==> src/rtl/core/nfc_response_frame_checker_core_macros.svh <==
// Assertion macros shared by the response frame checker RTL.
// Depends on nothing; included by the files that carry assertions.
`ifndef NFC_RESPONSE_FRAME_CHECKER_CORE_MACROS_SVH
`define NFC_RESPONSE_FRAME_CHECKER_CORE_MACROS_SVH

// Same-cycle implication, checked outside reset.
`define NFC_RFC_ASSERT_NOW(label, clk, rst, ante, cons) \
  label: assert property (@(posedge clk) disable iff (rst) (ante) |-> (cons)) \
    else $error("nfc_rfc: same-cycle check failed");

// Next-cycle implication, checked outside reset.
`define NFC_RFC_ASSERT_NEXT(label, clk, rst, ante, cons) \
  label: assert property (@(posedge clk) disable iff (rst) (ante) |=> (cons)) \
    else $error("nfc_rfc: next-cycle check failed");

`endif

==> src/rtl/core/nfc_rfc_pkg.sv <==
// Package for the response frame checker: codes, phase enum and shared structs.
// Depends on nothing; imported by every module of the block.
`default_nettype none

package nfc_rfc_pkg;

  // Fixed frame bytes.
  localparam logic [7:0] READY_STATUS  = 8'h01;
  localparam logic [7:0] PREAMBLE_ZERO = 8'h00;
  localparam logic [7:0] START_CODE    = 8'hFF;
  localparam logic [7:0] FRAME_ID      = 8'hD5;
  localparam logic [7:0] POSTAMBLE     = 8'h00;

  // Commands with a fixed payload capacity.
  localparam logic [7:0] CMD_FIRMWARE  = 8'h02;
  localparam logic [7:0] CMD_SAM_CFG   = 8'h14;
  localparam logic [6:0] CAP_FIRMWARE  = 7'd4;
  localparam logic [6:0] CAP_SAM_CFG   = 7'd0;
  localparam logic [6:0] CAP_COUNTER_MAX = 7'd63;

  // Length byte covers the frame id and the command echo.
  localparam logic [7:0] LEN_OVERHEAD  = 8'd2;

  typedef enum logic [0:0] {
    REG_EXPECTED_COMMAND = 1'b0,
    REG_PAYLOAD_CAPACITY = 1'b1
  } cfg_reg_t;

  typedef enum logic [1:0] {
    ST_OK           = 2'd0,
    ST_BAD_RESPONSE = 2'd1,
    ST_BAD_SIZE     = 2'd2
  } status_t;

  typedef enum logic [3:0] {
    PH_IDLE  = 4'd0,
    PH_PRE0  = 4'd1,
    PH_PRE1  = 4'd2,
    PH_PREFF = 4'd3,
    PH_LEN   = 4'd4,
    PH_LCS   = 4'd5,
    PH_TFI   = 4'd6,
    PH_CMD   = 4'd7,
    PH_DATA  = 4'd8,
    PH_DCS   = 4'd9,
    PH_POST  = 4'd10
  } phase_t;

  // Configuration view handed to the parser.
  typedef struct packed {
    logic [7:0] expected_command;
    logic [6:0] payload_capacity;
    logic [6:0] capacity;
    logic       capacity_bad;
  } cfg_t;

  // One result item.
  typedef struct packed {
    logic       payload_valid;
    logic [7:0] payload_byte;
    logic [5:0] payload_index;
    logic       verdict_done;
    status_t    verdict_status;
    logic [5:0] payload_length;
  } res_t;

endpackage

`default_nettype wire

==> src/rtl/core/nfc_rfc_cfg.sv <==
// Configuration registers and the per-command capacity decode.
// Depends on nfc_rfc_pkg.
`default_nettype none

module nfc_rfc_cfg
  import nfc_rfc_pkg::*;
#(
  parameter int FRAME_BUFFER_BYTES = 64
) (
  input  wire logic       clk,
  input  wire logic       rst,
  input  wire logic       cfg_valid,
  output logic            cfg_ready,
  input  wire logic [0:0] cfg_index,
  input  wire logic [7:0] cfg_data,
  output cfg_t            cfg
);

  // Largest capacity that still fits the frame buffer with nine framing bytes.
  localparam int CapLimit = FRAME_BUFFER_BYTES + 1 - 10;

  logic [7:0] expected_command;
  logic [6:0] payload_capacity;
  logic [6:0] capacity;

  assign cfg_ready = 1'b1;

  // Register writes.
  always_ff @(posedge clk) begin
    if (rst) begin
      expected_command <= 8'd0;
      payload_capacity <= 7'd24;
    end else if (cfg_valid) begin
      unique case (cfg_reg_t'(cfg_index))
        REG_EXPECTED_COMMAND: expected_command <= cfg_data;
        REG_PAYLOAD_CAPACITY: payload_capacity <= cfg_data[6:0];
        default: ;
      endcase
    end
  end

  // Some commands answer with a fixed payload size.
  always_comb begin
    if (expected_command == CMD_FIRMWARE) begin
      capacity = CAP_FIRMWARE;
    end else if (expected_command == CMD_SAM_CFG) begin
      capacity = CAP_SAM_CFG;
    end else begin
      capacity = payload_capacity;
    end
  end

  assign cfg.expected_command = expected_command;
  assign cfg.payload_capacity = payload_capacity;
  assign cfg.capacity         = capacity;
  assign cfg.capacity_bad     = ({1'b0, capacity} > 8'(CapLimit)) ||
                                (capacity > CAP_COUNTER_MAX);

endmodule

`default_nettype wire

==> src/rtl/core/nfc_rfc_parser.sv <==
// Frame parser: phase state machine, checksums and payload counter.
// Depends on nfc_rfc_pkg.
`default_nettype none

module nfc_rfc_parser
  import nfc_rfc_pkg::*;
(
  input  wire logic       clk,
  input  wire logic       rst,
  input  wire logic       step,
  input  wire logic [7:0] rx_byte,
  input  wire logic       first_byte,
  input  wire cfg_t       cfg,
  output res_t            res
);

  phase_t     phase, phase_next;
  logic [7:0] frame_length, frame_length_next;
  logic [7:0] running_sum, running_sum_next;
  logic [5:0] payload_count, payload_count_next;
  logic [5:0] effective_capacity, effective_capacity_next;
  logic       oversize_pending, oversize_pending_next;

  logic [7:0] len_minus2;
  logic [5:0] count_inc;

  // Payload length reported with an ok verdict.
  function automatic logic [5:0] len_minus2_of_frame(input logic [7:0] len);
    logic [7:0] diff;
    diff = len - LEN_OVERHEAD;
    return diff[5:0];
  endfunction

  assign len_minus2 = rx_byte - LEN_OVERHEAD;
  assign count_inc  = payload_count + 6'd1;

  // State registers.
  always_ff @(posedge clk) begin
    if (rst) begin
      phase              <= PH_IDLE;
      frame_length       <= 8'd0;
      running_sum        <= 8'd0;
      payload_count      <= 6'd0;
      effective_capacity <= 6'd0;
      oversize_pending   <= 1'b0;
    end else if (step) begin
      phase              <= phase_next;
      frame_length       <= frame_length_next;
      running_sum        <= running_sum_next;
      payload_count      <= payload_count_next;
      effective_capacity <= effective_capacity_next;
      oversize_pending   <= oversize_pending_next;
    end
  end

  // Next state and result for the item at hand.
  always_comb begin
    phase_next              = phase;
    frame_length_next       = frame_length;
    running_sum_next        = running_sum;
    payload_count_next      = payload_count;
    effective_capacity_next = effective_capacity;
    oversize_pending_next   = oversize_pending;
    res                     = '0;

    if (first_byte) begin
      // A new read starts here and drops any open one.
      frame_length_next     = 8'd0;
      running_sum_next      = 8'd0;
      payload_count_next    = 6'd0;
      oversize_pending_next = 1'b0;
      if (cfg.capacity_bad) begin
        effective_capacity_next = 6'd0;
        res.verdict_done        = 1'b1;
        res.verdict_status      = ST_BAD_SIZE;
        phase_next              = PH_IDLE;
      end else begin
        effective_capacity_next = cfg.capacity[5:0];
        if (rx_byte != READY_STATUS) begin
          res.verdict_done   = 1'b1;
          res.verdict_status = ST_BAD_RESPONSE;
          phase_next         = PH_IDLE;
        end else begin
          phase_next = PH_PRE0;
        end
      end
    end else begin
      unique case (phase)
        PH_PRE0, PH_PRE1: begin
          if (rx_byte != PREAMBLE_ZERO) begin
            res.verdict_done   = 1'b1;
            res.verdict_status = ST_BAD_RESPONSE;
            phase_next         = PH_IDLE;
          end else begin
            phase_next = (phase == PH_PRE0) ? PH_PRE1 : PH_PREFF;
          end
        end
        PH_PREFF: begin
          if (rx_byte != START_CODE) begin
            res.verdict_done   = 1'b1;
            res.verdict_status = ST_BAD_RESPONSE;
            phase_next         = PH_IDLE;
          end else begin
            phase_next = PH_LEN;
          end
        end
        PH_LEN: begin
          frame_length_next     = rx_byte;
          oversize_pending_next = (rx_byte >= LEN_OVERHEAD) &&
                                  ((len_minus2 > {1'b0, cfg.payload_capacity}) ||
                                   (len_minus2 > {2'b00, effective_capacity}));
          phase_next            = PH_LCS;
        end
        PH_LCS: begin
          if ((8'(frame_length + rx_byte) != 8'd0) || (frame_length < LEN_OVERHEAD)) begin
            res.verdict_done   = 1'b1;
            res.verdict_status = ST_BAD_RESPONSE;
            phase_next         = PH_IDLE;
          end else begin
            phase_next = PH_TFI;
          end
        end
        PH_TFI: begin
          if (rx_byte != FRAME_ID) begin
            res.verdict_done   = 1'b1;
            res.verdict_status = ST_BAD_RESPONSE;
            phase_next         = PH_IDLE;
          end else begin
            running_sum_next = rx_byte;
            phase_next       = PH_CMD;
          end
        end
        PH_CMD: begin
          // Oversize is only reported once the command echo has passed.
          if (rx_byte != 8'(cfg.expected_command + 8'd1)) begin
            res.verdict_done   = 1'b1;
            res.verdict_status = ST_BAD_RESPONSE;
            phase_next         = PH_IDLE;
          end else if (oversize_pending) begin
            res.verdict_done   = 1'b1;
            res.verdict_status = ST_BAD_SIZE;
            phase_next         = PH_IDLE;
          end else begin
            running_sum_next   = running_sum + rx_byte;
            payload_count_next = 6'd0;
            phase_next         = (frame_length > LEN_OVERHEAD) ? PH_DATA : PH_DCS;
          end
        end
        PH_DATA: begin
          res.payload_valid  = 1'b1;
          res.payload_byte   = rx_byte;
          res.payload_index  = payload_count;
          running_sum_next   = running_sum + rx_byte;
          payload_count_next = count_inc;
          if (({2'b00, count_inc} + LEN_OVERHEAD) >= frame_length) begin
            phase_next = PH_DCS;
          end
        end
        PH_DCS: begin
          if (8'(running_sum + rx_byte) != 8'd0) begin
            res.verdict_done   = 1'b1;
            res.verdict_status = ST_BAD_RESPONSE;
            phase_next         = PH_IDLE;
          end else begin
            phase_next = PH_POST;
          end
        end
        PH_POST: begin
          res.verdict_done = 1'b1;
          phase_next       = PH_IDLE;
          if (rx_byte != POSTAMBLE) begin
            res.verdict_status = ST_BAD_RESPONSE;
          end else begin
            res.verdict_status = ST_OK;
            res.payload_length = len_minus2_of_frame(frame_length);
          end
        end
        default: begin
          // No read open: the item is ignored.
          phase_next = PH_IDLE;
        end
      endcase
    end
  end

endmodule

`default_nettype wire

==> src/rtl/core/nfc_response_frame_checker_core.sv <==
// Top level of the response frame checker: input register, parser, result register.
// Depends on nfc_rfc_pkg, nfc_rfc_cfg, nfc_rfc_parser and the assertion macros header.
`default_nettype none
`include "nfc_response_frame_checker_core_macros.svh"

// Checks one response read of a normal information frame, one byte per item,
// and returns exactly one result item for every input item. A byte with
// first_byte set starts a read; the payload bytes are passed out as they
// arrive and the read ends with a verdict (ok, bad response or bad size).
// The consumer must discard the payload bytes of a read whose verdict is not
// ok. The block takes one item per clock while the result side does not stall.
// An accepted item is held in the input register while the parsing step works
// on it, and its result is then loaded into the result register. Stalls on the
// result side hold both registers; the input side stops taking items once the
// input register holds an item that cannot advance.
// The user must write configuration through the cfg port only while no item
// is in flight; the block itself does not enforce this.

module nfc_response_frame_checker_core
  import nfc_rfc_pkg::*;
#(
  parameter int FRAME_BUFFER_BYTES = 64
) (
  input  wire logic        clk,
  input  wire logic        rst,
  // Input items.
  input  wire logic        s_tvalid,
  output logic             s_tready,
  input  wire logic [7:0]  s_tdata,   // [7:0] rx_byte
  input  wire logic [0:0]  s_tuser,   // [0] first_byte
  // Result items.
  output logic             m_tvalid,
  input  wire logic        m_tready,
  output logic [23:0]      m_tdata,   // [7:0] payload_byte, [13:8] payload_index,
                                      // [15:14] verdict_status, [21:16] payload_length
  output logic [1:0]       m_tuser,   // [0] payload_valid, [1] verdict_done
  // Configuration writes.
  input  wire logic        cfg_valid,
  output logic             cfg_ready,
  input  wire logic [0:0]  cfg_index,
  input  wire logic [7:0]  cfg_data
);

  cfg_t       cfg;
  res_t       res;
  res_t       out_res;
  logic       in_valid;
  logic [7:0] in_byte;
  logic       in_first;
  logic       advance;

  // The parser steps whenever an item waits in the input register and the result register can take its result.
  assign advance  = in_valid && (!m_tvalid || m_tready);
  assign s_tready = !in_valid || advance;

  // Input register.
  always_ff @(posedge clk) begin
    if (rst) begin
      in_valid <= 1'b0;
    end else if (s_tready) begin
      in_valid <= s_tvalid;
    end
  end

  always_ff @(posedge clk) begin
    if (s_tready && s_tvalid) begin
      in_byte  <= s_tdata;
      in_first <= s_tuser[0];
    end
  end

  nfc_rfc_cfg #(
    .FRAME_BUFFER_BYTES(FRAME_BUFFER_BYTES)
  ) u_cfg (
    .clk       (clk),
    .rst       (rst),
    .cfg_valid (cfg_valid),
    .cfg_ready (cfg_ready),
    .cfg_index (cfg_index),
    .cfg_data  (cfg_data),
    .cfg       (cfg)
  );

  nfc_rfc_parser u_parser (
    .clk        (clk),
    .rst        (rst),
    .step       (advance),
    .rx_byte    (in_byte),
    .first_byte (in_first),
    .cfg        (cfg),
    .res        (res)
  );

  // Result register.
  always_ff @(posedge clk) begin
    if (rst) begin
      m_tvalid <= 1'b0;
    end else if (advance) begin
      m_tvalid <= 1'b1;
    end else if (m_tready) begin
      m_tvalid <= 1'b0;
    end
  end

  always_ff @(posedge clk) begin
    if (advance) begin
      out_res <= res;
    end
  end

  assign m_tdata = {2'b00, out_res.payload_length, out_res.verdict_status,
                    out_res.payload_index, out_res.payload_byte};
  assign m_tuser = {out_res.verdict_done, out_res.payload_valid};

  // A payload byte and a verdict never share one result item.
  `NFC_RFC_ASSERT_NOW(a_payload_xor_verdict, clk, rst,
    m_tvalid && out_res.payload_valid, !out_res.verdict_done)
  // Without a verdict the status reads as ok.
  `NFC_RFC_ASSERT_NOW(a_status_idle_zero, clk, rst,
    m_tvalid && !out_res.verdict_done, out_res.verdict_status == ST_OK)
  // A payload length is only given with an ok verdict.
  `NFC_RFC_ASSERT_NOW(a_length_only_ok, clk, rst,
    m_tvalid && (out_res.payload_length != 6'd0),
    out_res.verdict_done && (out_res.verdict_status == ST_OK))
  // Every parsing step leaves a result waiting in the next cycle.
  `NFC_RFC_ASSERT_NEXT(a_step_gives_result, clk, rst, advance, m_tvalid)

endmodule

`default_nettype wire
==> config.mk <==
export PLATFORM = sky130hd
export DESIGN_NAME = nfc_response_frame_checker_core
export DESIGN_NICKNAME = d
export VERILOG_FILES = /design/src/rtl/core/nfc_rfc_pkg.sv /design/src/rtl/core/nfc_rfc_cfg.sv /design/src/rtl/core/nfc_rfc_parser.sv /design/src/rtl/core/nfc_response_frame_checker_core.sv
export VERILOG_INCLUDE_DIRS = /design/src /design/src/rtl/core
export SDC_FILE = /design/constraint.sdc
export NUM_CORES = 1
export LEC_CHECK = 0
export ABC_CLOCK_PERIOD_IN_PS = 4400
export BUFFER_PORTS_ARGS = -buffer_cell sky130_fd_sc_hd__buf_2
export CORE_ASPECT_RATIO = 0.9
export CORE_UTILIZATION = 65
export CTS_CLUSTER_SIZE = 20
export DETAILED_ROUTE_END_ITERATION = 7
export PLACE_DENSITY = 0.86
export SETUP_SLACK_MARGIN = 0.05
export SYNTH_ARGS = -nofsm -noshare
export SYNTH_HDL_FRONTEND = slang
export SYNTH_SLANG_ARGS = --single-unit
==> constraint.sdc <==
create_clock -name clk -period 4.4 [get_ports clk]
set_input_delay 0.22 -clock clk [delete_from_list [all_inputs] [get_ports clk]]
set_output_delay 0.22 -clock clk [all_outputs]
set_load 0.1 [all_outputs]
Yosys cells after proc, flatten, opt, wreduce, memory -nomap -nowiden

Cells that the tools add are included.

Bitwise logic cells: 3
Multiplexer cells: 45
Reduce and logical (&&, ||, !) cells: 27
Magnitude comparators: 8
Add/sub/neg operators: 7
Eq/ne operators: 20

Operators with widths:

| cell                                                          | count |
|---|---|
| two-way mux 8 bit                                             | 6 |
| two-way mux 3 bit                                             | 13 |
| one-hot mux 4 bit (8 select lines)                            | 1 |
| two-way mux 4 bit                                             | 7 |
| two-way mux 6 bit                                             | 4 |
| one-hot mux 8 bit (3 select lines)                            | 1 |
| nonzero test 8 bit                                            | 3 |
| one-hot mux 3 bit (7 select lines)                            | 1 |
| adder 8 bit                                                   | 2 |
| == test 4 x 3 -> 1 bit, second input constant                 | 4 |
| != test 8 bit, second input constant                          | 2 |
| two-way mux 15 bit                                            | 1 |
| greater-than comparator 7 x 6 -> 1 bit, second input constant | 2 |
| two-way mux 7 bit                                             | 2 |
| == test 4 bit, second input constant                          | 3 |
| one-hot mux 6 bit (2 select lines)                            | 1 |
| AND reduction 2 bit                                           | 5 |
| != test 3 bit, second input constant                          | 3 |
| adder 8 x 1 -> 8 bit, second input constant                   | 1 |
| == test 4 x 2 -> 1 bit, second input constant                 | 2 |
| == test 8 x 2 -> 1 bit, second input constant                 | 1 |
| == test 8 x 5 -> 1 bit, second input constant                 | 1 |
| >= comparator 7 x 8 -> 1 bit                                  | 1 |
| >= comparator 8 x 2 -> 1 bit, second input constant           | 1 |
| other kinds (24)                                              | 42 |

Bits in registers: 83
Logic and storage cells: 128
Output and inout bits: 29
Input bits: 23

Longest topological paths before layout

Gate-level depths: netlist of the first run.

Depth in word-level cells: 7
Gate-level depth with buffers: 13
Mapped depth without buffers: 13

Hierarchy

A second synthesis of the first run with hierarchy kept.

Cells, all modules: 616
Area total of the unflattened synthesis: 5431.5 um^2

Modules (own cells, without submodules):

| module                          | seq. area each (um^2) | cells an instance | times used | area an instance (um^2) |
|---|---|---|---|---|
| nfc_rfc_parser                  | 660.6                 | 485               | 1          | 3652.3 |
| nfc_response_frame_checker_core | 1031.0                | 46                | 1          | 1113.6 |
| nfc_rfc_cfg                     | 300.3                 | 85                | 1          | 665.6 |

Worst setup path before layout of the first run

No wires, ideal clock.

Path type: reg-to-reg
Start point: register m_tvalid
End point: register u_parser.oversize_pending
Library setup time: 0.070 ns
Data required time: 4.330 ns
Stages on the path, launching flop included: 8
Period minus slack after synthesis: 3.140 ns
Path buffers: 1
Path slack: 1.260 ns
Arrival time: 3.069 ns
Cell sequence: dfxtp_1 > nor2b_1 > nand2b_1 > clkbuf_1 > clkinv_1 > o21ai_1 > nand2_1 > a21oi_1

Cells in the longest elaborated chain, start to end: 4

RTL lines:

| item                          | RTL line                               | RTL |
|---|---|---|
| start, declared               | nfc_response_frame_checker_core.sv:32  | `output logic m_tvalid,` |
| start signal, assigned        | nfc_response_frame_checker_core.sv:97  | `m_tvalid <= 1'b0;` |
| start signal, assigned        | nfc_response_frame_checker_core.sv:99  | `m_tvalid <= 1'b1;` |
| start signal, assigned        | nfc_response_frame_checker_core.sv:101 | `m_tvalid <= 1'b0;` |
| zero test 1 bit               | nfc_response_frame_checker_core.sv:53  | `assign advance = in_valid && (!m_tvalid \|\| m_tready);` |
| logical OR 1 bit              | nfc_response_frame_checker_core.sv:53  |  |
| logical AND 1 bit             | nfc_response_frame_checker_core.sv:53  |  |
| via advance                   | nfc_response_frame_checker_core.sv:50  | `logic advance;` |
| AND reduction 2 bit (no line) | -                                      |  |
| end signal, assigned          | nfc_rfc_parser.sv:52                   | `oversize_pending <= oversize_pending_next;` |
| end, declared                 | nfc_rfc_parser.sv:22                   | `logic oversize_pending, oversize_pending_next;` |

The timed path passes the listed nets, and every way through them passes these cells.
A chain may end at the register's enable or synchronous reset.

Final worst setup path of the first run

Start point: register in_byte[1]
End point: register u_parser.phase[1]

Cells in the longest elaborated chain, start to end: 6
Elaborated cells between the ends (all ways): 15
Those cells by class: 2 x add/sub; 2 x eq/ne; 7 x mux; 4 x reduce/logical

RTL lines:

| item                                 | RTL line                              | RTL |
|---|---|---|
| start, declared                      | nfc_response_frame_checker_core.sv:48 | `logic [7:0] in_byte;` |
| start signal, assigned               | nfc_response_frame_checker_core.sv:67 | `in_byte <= s_tdata;` |
| adder 8 bit                          | nfc_rfc_parser.sv:115                 | `if ((8'(frame_length + rx_byte) != 8'd0) \|\| (frame_length < LEN_OVERHEAD)) begin` |
| nonzero test 8 bit                   | nfc_rfc_parser.sv:115                 |  |
| logical OR 1 bit                     | nfc_rfc_parser.sv:115                 |  |
| two-way mux 3 bit                    | nfc_rfc_parser.sv:115                 |  |
| one-hot mux 4 bit (8 select lines) * | nfc_rfc_parser.sv:88                  | `unique case (phase)` |
| two-way mux 4 bit *                  | nfc_rfc_parser.sv:66                  | `if (first_byte) begin` |
| end signal, assigned                 | nfc_rfc_parser.sv:47                  | `phase <= phase_next;` |
| end, declared                        | nfc_rfc_parser.sv:17                  | `phase_t phase, phase_next;` |

Every way passes the cells marked *; elsewhere a longest branch is shown, timed or not.

==> impl_metrics.tcl, run 1 <==
set metrics [dict create \
    overflow 0 \
    cts_hold_buf 0 \
    worstMarginPinSlew_ns 1.078 \
    drt_first_pass_iters 7 \
    cts.sinks 83 \
    dpl_cell_area_sq_um 5592 \
    fin_cells 734 \
    antenna-diode-count 0 \
    cts_resized 0 \
    relSlewSlack_pct 28.11 \
    rsz0062_at_grt "no" \
    fin_nets 696 \
    initial_utilization_pct 66.73 \
    grt_pass1_vias 4329 \
    dp_hpwl_microns 9487 \
    synth-simple-area-share_pct 19.62 \
    mostFrequentLayoutCell "nor2_1" \
    yosysWarnings 0 \
    tritoncts "done" \
    syn_inst 601 \
    post_cts_buffers 0 \
    worstPathArrival_ns 3.59 \
    cts-buffers-inserted 9 \
    via_count 4674 \
    synth_compound_area_share_pct 19.08 \
    design_area_sq_um 5767 \
    synth_top_family_by_area "simple AND/OR/NAND/NOR gates" \
    drive_above_1_share_pct 12.28 \
    routedWlPerCell_microns 17.70 \
    clockBufferDepth 2 \
    ff_latch_area_sq_um 1992 \
    drc 7 \
    crit_path_end_kind "flip-flop" \
    nFillCells 652 \
    drtAntennaViolNets 0 \
    p_per_area_nw_per_um2 282.9 \
    cts-root-buf "clkbuf_8" \
    outcome "complete, but fails checks" \
    ioPinCount 52 \
    first_iter_violations 396 \
    area_delta_synth_final_pct 7.637 \
    grt_max_degree 55 \
    synth-adder-area-share_pct 10.32 \
    wl_microns 12990 \
    critPathKind "reg -> reg" \
    skew_ns 0.009315 \
    cp_slowest_cell "a2111oi_0" \
    h-tree-depth 3 \
    cp-start-kind "flip-flop" \
    track_usage_pct 31.36 \
    design.core.area_sq_um 8029 \
    io_buffers 48 \
    power_leakage_nw 2.297 \
    synth_top_flop_cell "dfxtp_1" \
    ys_seq_area_share_pct 37.18 \
    required_ns 4.67 \
    hold_viol 0 \
    insertion_delay_ns 0.37 \
    irDropWorstVdd_mv 0.1867 \
    fmax_mhz 301.4 \
    fin_crit_sh_pct 75.41 \
    die_h_microns 88.13 \
    violations "DRC" \
    final-setup-viol-count 0 \
    dieArea_sq_um 8610 \
    place.gp.congestion 0.9033 \
    synth.area.mux_share_pct 3.013 \
    cp_slowest_stage_delay_ns 0.72 \
    multi_input_area_sq_um 3070 \
    min_period_ns 3.318 \
    grt_pass1_wl_microns 20980 \
    finalSetupTns_ns 0 \
    hp-class "in -> reg" \
    antenna_found_initial 0 \
    synthXorXnorAreaFrac_pct 5.068 \
    max-cap-violations 0 \
    synth-edff-count 33 \
    path_cells "ha_1 -> a211oi_1 -> o21bai_1 -> a2111oi_0 -> o21ai_0 -> a211o_1 -> o21a_1 -> a211oi_1" \
    drv_slew 0 \
    viasPerCell 6.368 \
    layout_common_cells "nor2_1, dfxtp_1, buf_2, ha_1, inv_1" \
    synth.cell_area_sq_um 5358 \
    synth_seq_cells 83 \
    fin_ws_ns 1.082 \
    place_ws_ns 1.197 \
    crit_fanout 13 \
    die_w_microns 97.70 \
    path_clk_slew_ns 0.09 \
    placed_cells 718 \
    yosys.cell_types.count 64 \
    synthArstFlopShare_pct 0 \
    syn_area_per_cell_sq_um 8.915 \
    cp_common_cell "a211oi_1" \
    num_rows 31 \
]
==> critical path: cells and delay by family, from the launching register on <==
family,cells,cell delay [ns]
fa+ha+maj,1,0.32
compound gates,7,2.20
flops,1,0.69
==> layer usage <==
| layer | up-vias | wire (microns) | GRT usage, % |
|---|---|---|---|
| met5 | - | 0 | 0 |
| met4 | 0 | 298 | 12.95 |
| met3 | 28 | 1101 | 5.507 |
| met2 | 215 | 6097 | 53.51 |
| met1 | 2185 | 5495 | 39.88 |
| li1 | 2246 | - | - |
==> report_power, final <==
part           leakage [nW]  switching (mW)  total [mW]  internal (mW)
Clock                0.0864           0.304       0.513          0.209
Sequential            0.719          0.0340       0.857          0.823
Combinational          1.49           0.185       0.261         0.0762
==> area by class of cell <==
cell class,instances,share of cell area (%)
clock buffer,9,2.148
clock inverter,7,0.8896
inverter,38,2.473
multi-input combinational,447,53.24
sequential,83,34.54
tap,99,2.148
timing repair buffer,51,4.556
==> state kept, by name, indices dropped and copies added, names as in the netlist, 6 cells and up <==
name                         flops
in_byte                          8
m_tdata                         22
u_cfg.expected_command           8
u_cfg.payload_capacity           7
u_parser.effective_capacity      6
u_parser.frame_length            8
u_parser.payload_count           6
u_parser.running_sum             8
==> final timing paths <==
check / startpoint / endpoint / slack (ns) / cells past startpoint
worst min-delay path: s_tuser / in_first / 0.02 / 1
worst min register to register: u_parser.effective_capacity[2] / u_parser.effective_capacity[2] / 0.47 / 2
worst max register to register: in_byte[1] / u_parser.phase[1] / 1.08 / 8
worst max-delay path: in_byte[1] / u_parser.phase[1] / 1.08 / 8
==> through the flow <==
stage,hold WS (ns),power [mW],utilization (%)
2_1_floorplan,0.3189,1.077,-
5_1_grt,0.01932,1.692,71.82
6_report,0.02201,1.631,71.82
3_3_place_gp,0.3978,1.124,69.64
3_5_place_dp,0.3981,1.133,69.64
4_1_cts,0.01741,1.634,71.82
==> synthesized netlist by cell type (7+ instances only) <==
master,number,area share (%)
a211oi_1,9,1.3
xor2_1,14,2.3
dfxtp_1,50,19
or3_1,10,1.2
a21oi_1,33,3.1
o21ai_0,13,1.2
nor2_1,64,4.5
ha_1,41,9.6
and2_1,9,1.1
nand2b_1,12,1.4
clkbuf_1,25,1.8
a22oi_1,16,2.2
nand3_1,22,2.1
xnor2_1,17,2.8
nand2_1,32,2.2
inv_1,37,2.6
edfxtp_1,33,18
nor3_1,22,2.1
a211o_1,9,1.5
mux2i_1,15,2.8
a21o_1,7,0.98
==> cell families (layout without fill, tap and decap cells) <==
group	after synthesis	in the layout
adders and majority gates	43	43
other	2	3
buffers and inverters	72	105
xor gates and xnor gates	31	31
AOI/OAI and AO/OA	144	144
and+or+nand+nor	210	210
DFF	83	83
muxes	16	16
No activity file was read; power rests on OpenSTA's default activity.
==> inputs of run 2 (changes only) <==
--- a/config.mk
+++ b/config.mk
@@ -6,13 +6,13 @@
 export SDC_FILE = /design/constraint.sdc
 export NUM_CORES = 1
 export LEC_CHECK = 0
-export ABC_CLOCK_PERIOD_IN_PS = 4400
+export ABC_CLOCK_PERIOD_IN_PS = 2800
 export BUFFER_PORTS_ARGS = -buffer_cell sky130_fd_sc_hd__buf_2
 export CORE_ASPECT_RATIO = 0.9
-export CORE_UTILIZATION = 65
+export CORE_UTILIZATION = 54
 export CTS_CLUSTER_SIZE = 20
 export DETAILED_ROUTE_END_ITERATION = 7
-export PLACE_DENSITY = 0.86
+export PLACE_DENSITY = 0.77
 export SETUP_SLACK_MARGIN = 0.05
 export SYNTH_ARGS = -nofsm -noshare
 export SYNTH_HDL_FRONTEND = slang
==> constraint.sdc (replaced) <==
create_clock -name clk -period 2.8 [get_ports clk]
set_input_delay 0.14 -clock clk [delete_from_list [all_inputs] [get_ports clk]]
set_output_delay 0.14 -clock clk [all_outputs]
set_load 0.1 [all_outputs]
==> run 2 against run 1 <==
Compared with the run above: the run still ends with DRC left; highest routed layer unchanged; fmax increased by 22%; first-iteration DRC count down 20%; die area increased by 20%; sequential share of layout area is 4.2 points lower; critical endpoint is now m_tuser[1]; sequential power up 55%; setup slack got worse by 1.0 ns; global-route usage fell by 3.5 points; combinational power is 95% higher; via count grew 3.7%; cell count up 11%; clock skew grew 0.0051 ns; largest power group unchanged.
==> impl_metrics.tcl, run 2 (synthesis gave the netlist of run 1 again) <==
set metrics [dict create \
    dp_hpwl_microns 10160 \
    die_h_microns 96.50 \
    min_period_ns 2.730 \
    drt-met1-wl_microns 6442 \
    design.core.area_sq_um 9657 \
    drtAntennaViolNets 0 \
    ioPinCount 52 \
    design_area_sq_um 6594 \
    cts-root-buf "clkbuf_8" \
    initial_utilization_pct 55.48 \
    rsz0062_at_grt "yes" \
    worstMarginPinSlew_ns 0.8964 \
    drive_above_1_share_pct 23.87 \
    via_count 4848 \
    antenna-diode-count 0 \
    multi_input_area_sq_um 3367 \
    final_util_pct 68.28 \
    largest_reg_flops 22 \
    num_rows 34 \
    h-tree-depth 3 \
    crit_fanout 4 \
    grt_pass1_vias 4618 \
    grt_max_degree 32 \
    clockBufferDepth 2 \
    viasPerCell 5.963 \
    track_usage_pct 27.87 \
    wl_met2_microns 6781 \
    p_sw_uw 819.3 \
    comb_power_share_pct 17.7 \
    area_delta_synth_final_pct 23.07 \
    drv_slew 0 \
    antenna_found_initial 0 \
    max-cap-violations 0 \
    swShare_pct 28.45 \
    tritoncts "done" \
    overflow 0 \
    outcome "complete, but fails checks" \
    drc 1 \
    irDropWorstVdd_mv 0.3390 \
    dieArea_sq_um 10320 \
    layout_common_cells "nor2_1, buf_2, dfxtp_1, buf_4, inv_1" \
    first_iter_violations 316 \
    clockPowerShare_pct 36.1 \
    crit_path_end_kind "flip-flop" \
    hold_ws_ns 0.008401 \
    io_buffers 48 \
    violations "DRC" \
    relSlewSlack_pct 39.84 \
    ff_latch_area_sq_um 2001 \
    mostFrequentLayoutCell "nor2_1" \
    cp-start-kind "flip-flop" \
    cts.sinks 83 \
    hold_viol 0 \
    fin_nets 748 \
    critPathKind "reg -> reg" \
    fmax_mhz 366.2 \
    die_w_microns 107.0 \
    routedWlPerCell_microns 17.68 \
    drt_first_pass_iters 8 \
    power_leakage_nw 2.631 \
    cts-buffers-inserted 9 \
    fin_crit_sh_pct 97.51 \
    place.gp.congestion 0.9307 \
    p_int_mw 2.060 \
    pwr-share-seq_pct 46.2 \
    p_per_area_nw_per_um2 436.7 \
    top_layer "met4" \
    wl_microns 14380 \
    skew_ns 0.01443 \
    nFillCells 743 \
    hp-class "in -> reg" \
    path_clk_slew_ns 0.08 \
    grt_pass1_wl_microns 22230 \
    finalSetupTns_ns 0 \
    dpl_cell_area_sq_um 5877 \
    final-setup-viol-count 0 \
    insertion_delay_ns 0.36 \
    power.total_mw 2.880 \
    worstPathArrival_ns 2.83 \
    wl_met3_microns 929 \
    required_ns 2.90 \
]
[run 2: metal layers]
metal  vias to the layer above  track usage (%)
met2                       208            46.24
met4                         0            8.219
met3                        21            7.243
met5                         -                0
met1                      2276            35.95
li1                       2343                -
[run 2: power groups by stage]
stage	Sequential [mW]	Clock [mW]	Combinational, mW
global route	1.34	1.11	0.542
detailed placement	1.36	0	0.450
finish	1.33	1.04	0.509
floorplan	1.45	0	0.240
global placement	1.35	0	0.438
CTS	1.33	1.06	0.463
[run 2: path summary, 6_finish.rpt]
| kind | from | to | slack (ns) | cells after the start |
|---|---|---|---|---|
| min | s_tvalid | in_valid | 0.008 | 3 |
| max | in_byte[0] | m_tuser[1] | 0.07 | 10 |
| min reg2reg | u_parser.effective_capacity[2] | u_parser.effective_capacity[2] | 0.47 | 2 |
| max reg2reg | in_byte[0] | m_tuser[1] | 0.07 | 10 |
[run 2: critical path: stages (launching register included)]
cell       delay, ns
edfxtp_1        0.51
ha_4            0.22
buf_4           0.13
a211oi_2        0.25
o21bai_1        0.15
a2111oi_2       0.35
buf_4           0.19
o21ai_0         0.10
a211o_1         0.33
nand2b_1        0.12
a41oi_1         0.11
[run 2: final cells by class]
| class | count | share of cell area (%) |
|---|---|---|
| Inverter | 38 | 2.182 |
| Tap cell | 126 | 2.391 |
| Timing Repair Buffer | 103 | 10.47 |
| Clock inverter | 4 | 1.499 |
| Sequential cell | 83 | 30.34 |
| Clock buffer | 12 | 2.049 |
| Multi-Input combinational cell | 447 | 51.06 |
[run 2: per-stage QoR]
step           setup WS [ns]  cells
2_1_floorplan        0.04122    602
3_3_place_gp         0.09105    777
3_5_place_dp       -0.003066    777
4_1_cts              0.05768    802
5_1_grt             -0.01280    813
6_report             0.06959    813
[run 2: what timing repair did]
| action | CTS | global route |
|---|---|---|
| resized for setup | 6 | 54 |
| hold buffers | 9 | 0 |
| pin swaps | 0 | 23 |
| gates cloned | 0 | 0 |
| hold endpoints to repair | 9 | 0 |
| buffers inserted | 0 | 11 |
| setup endpoints to repair | 6 | 21 |
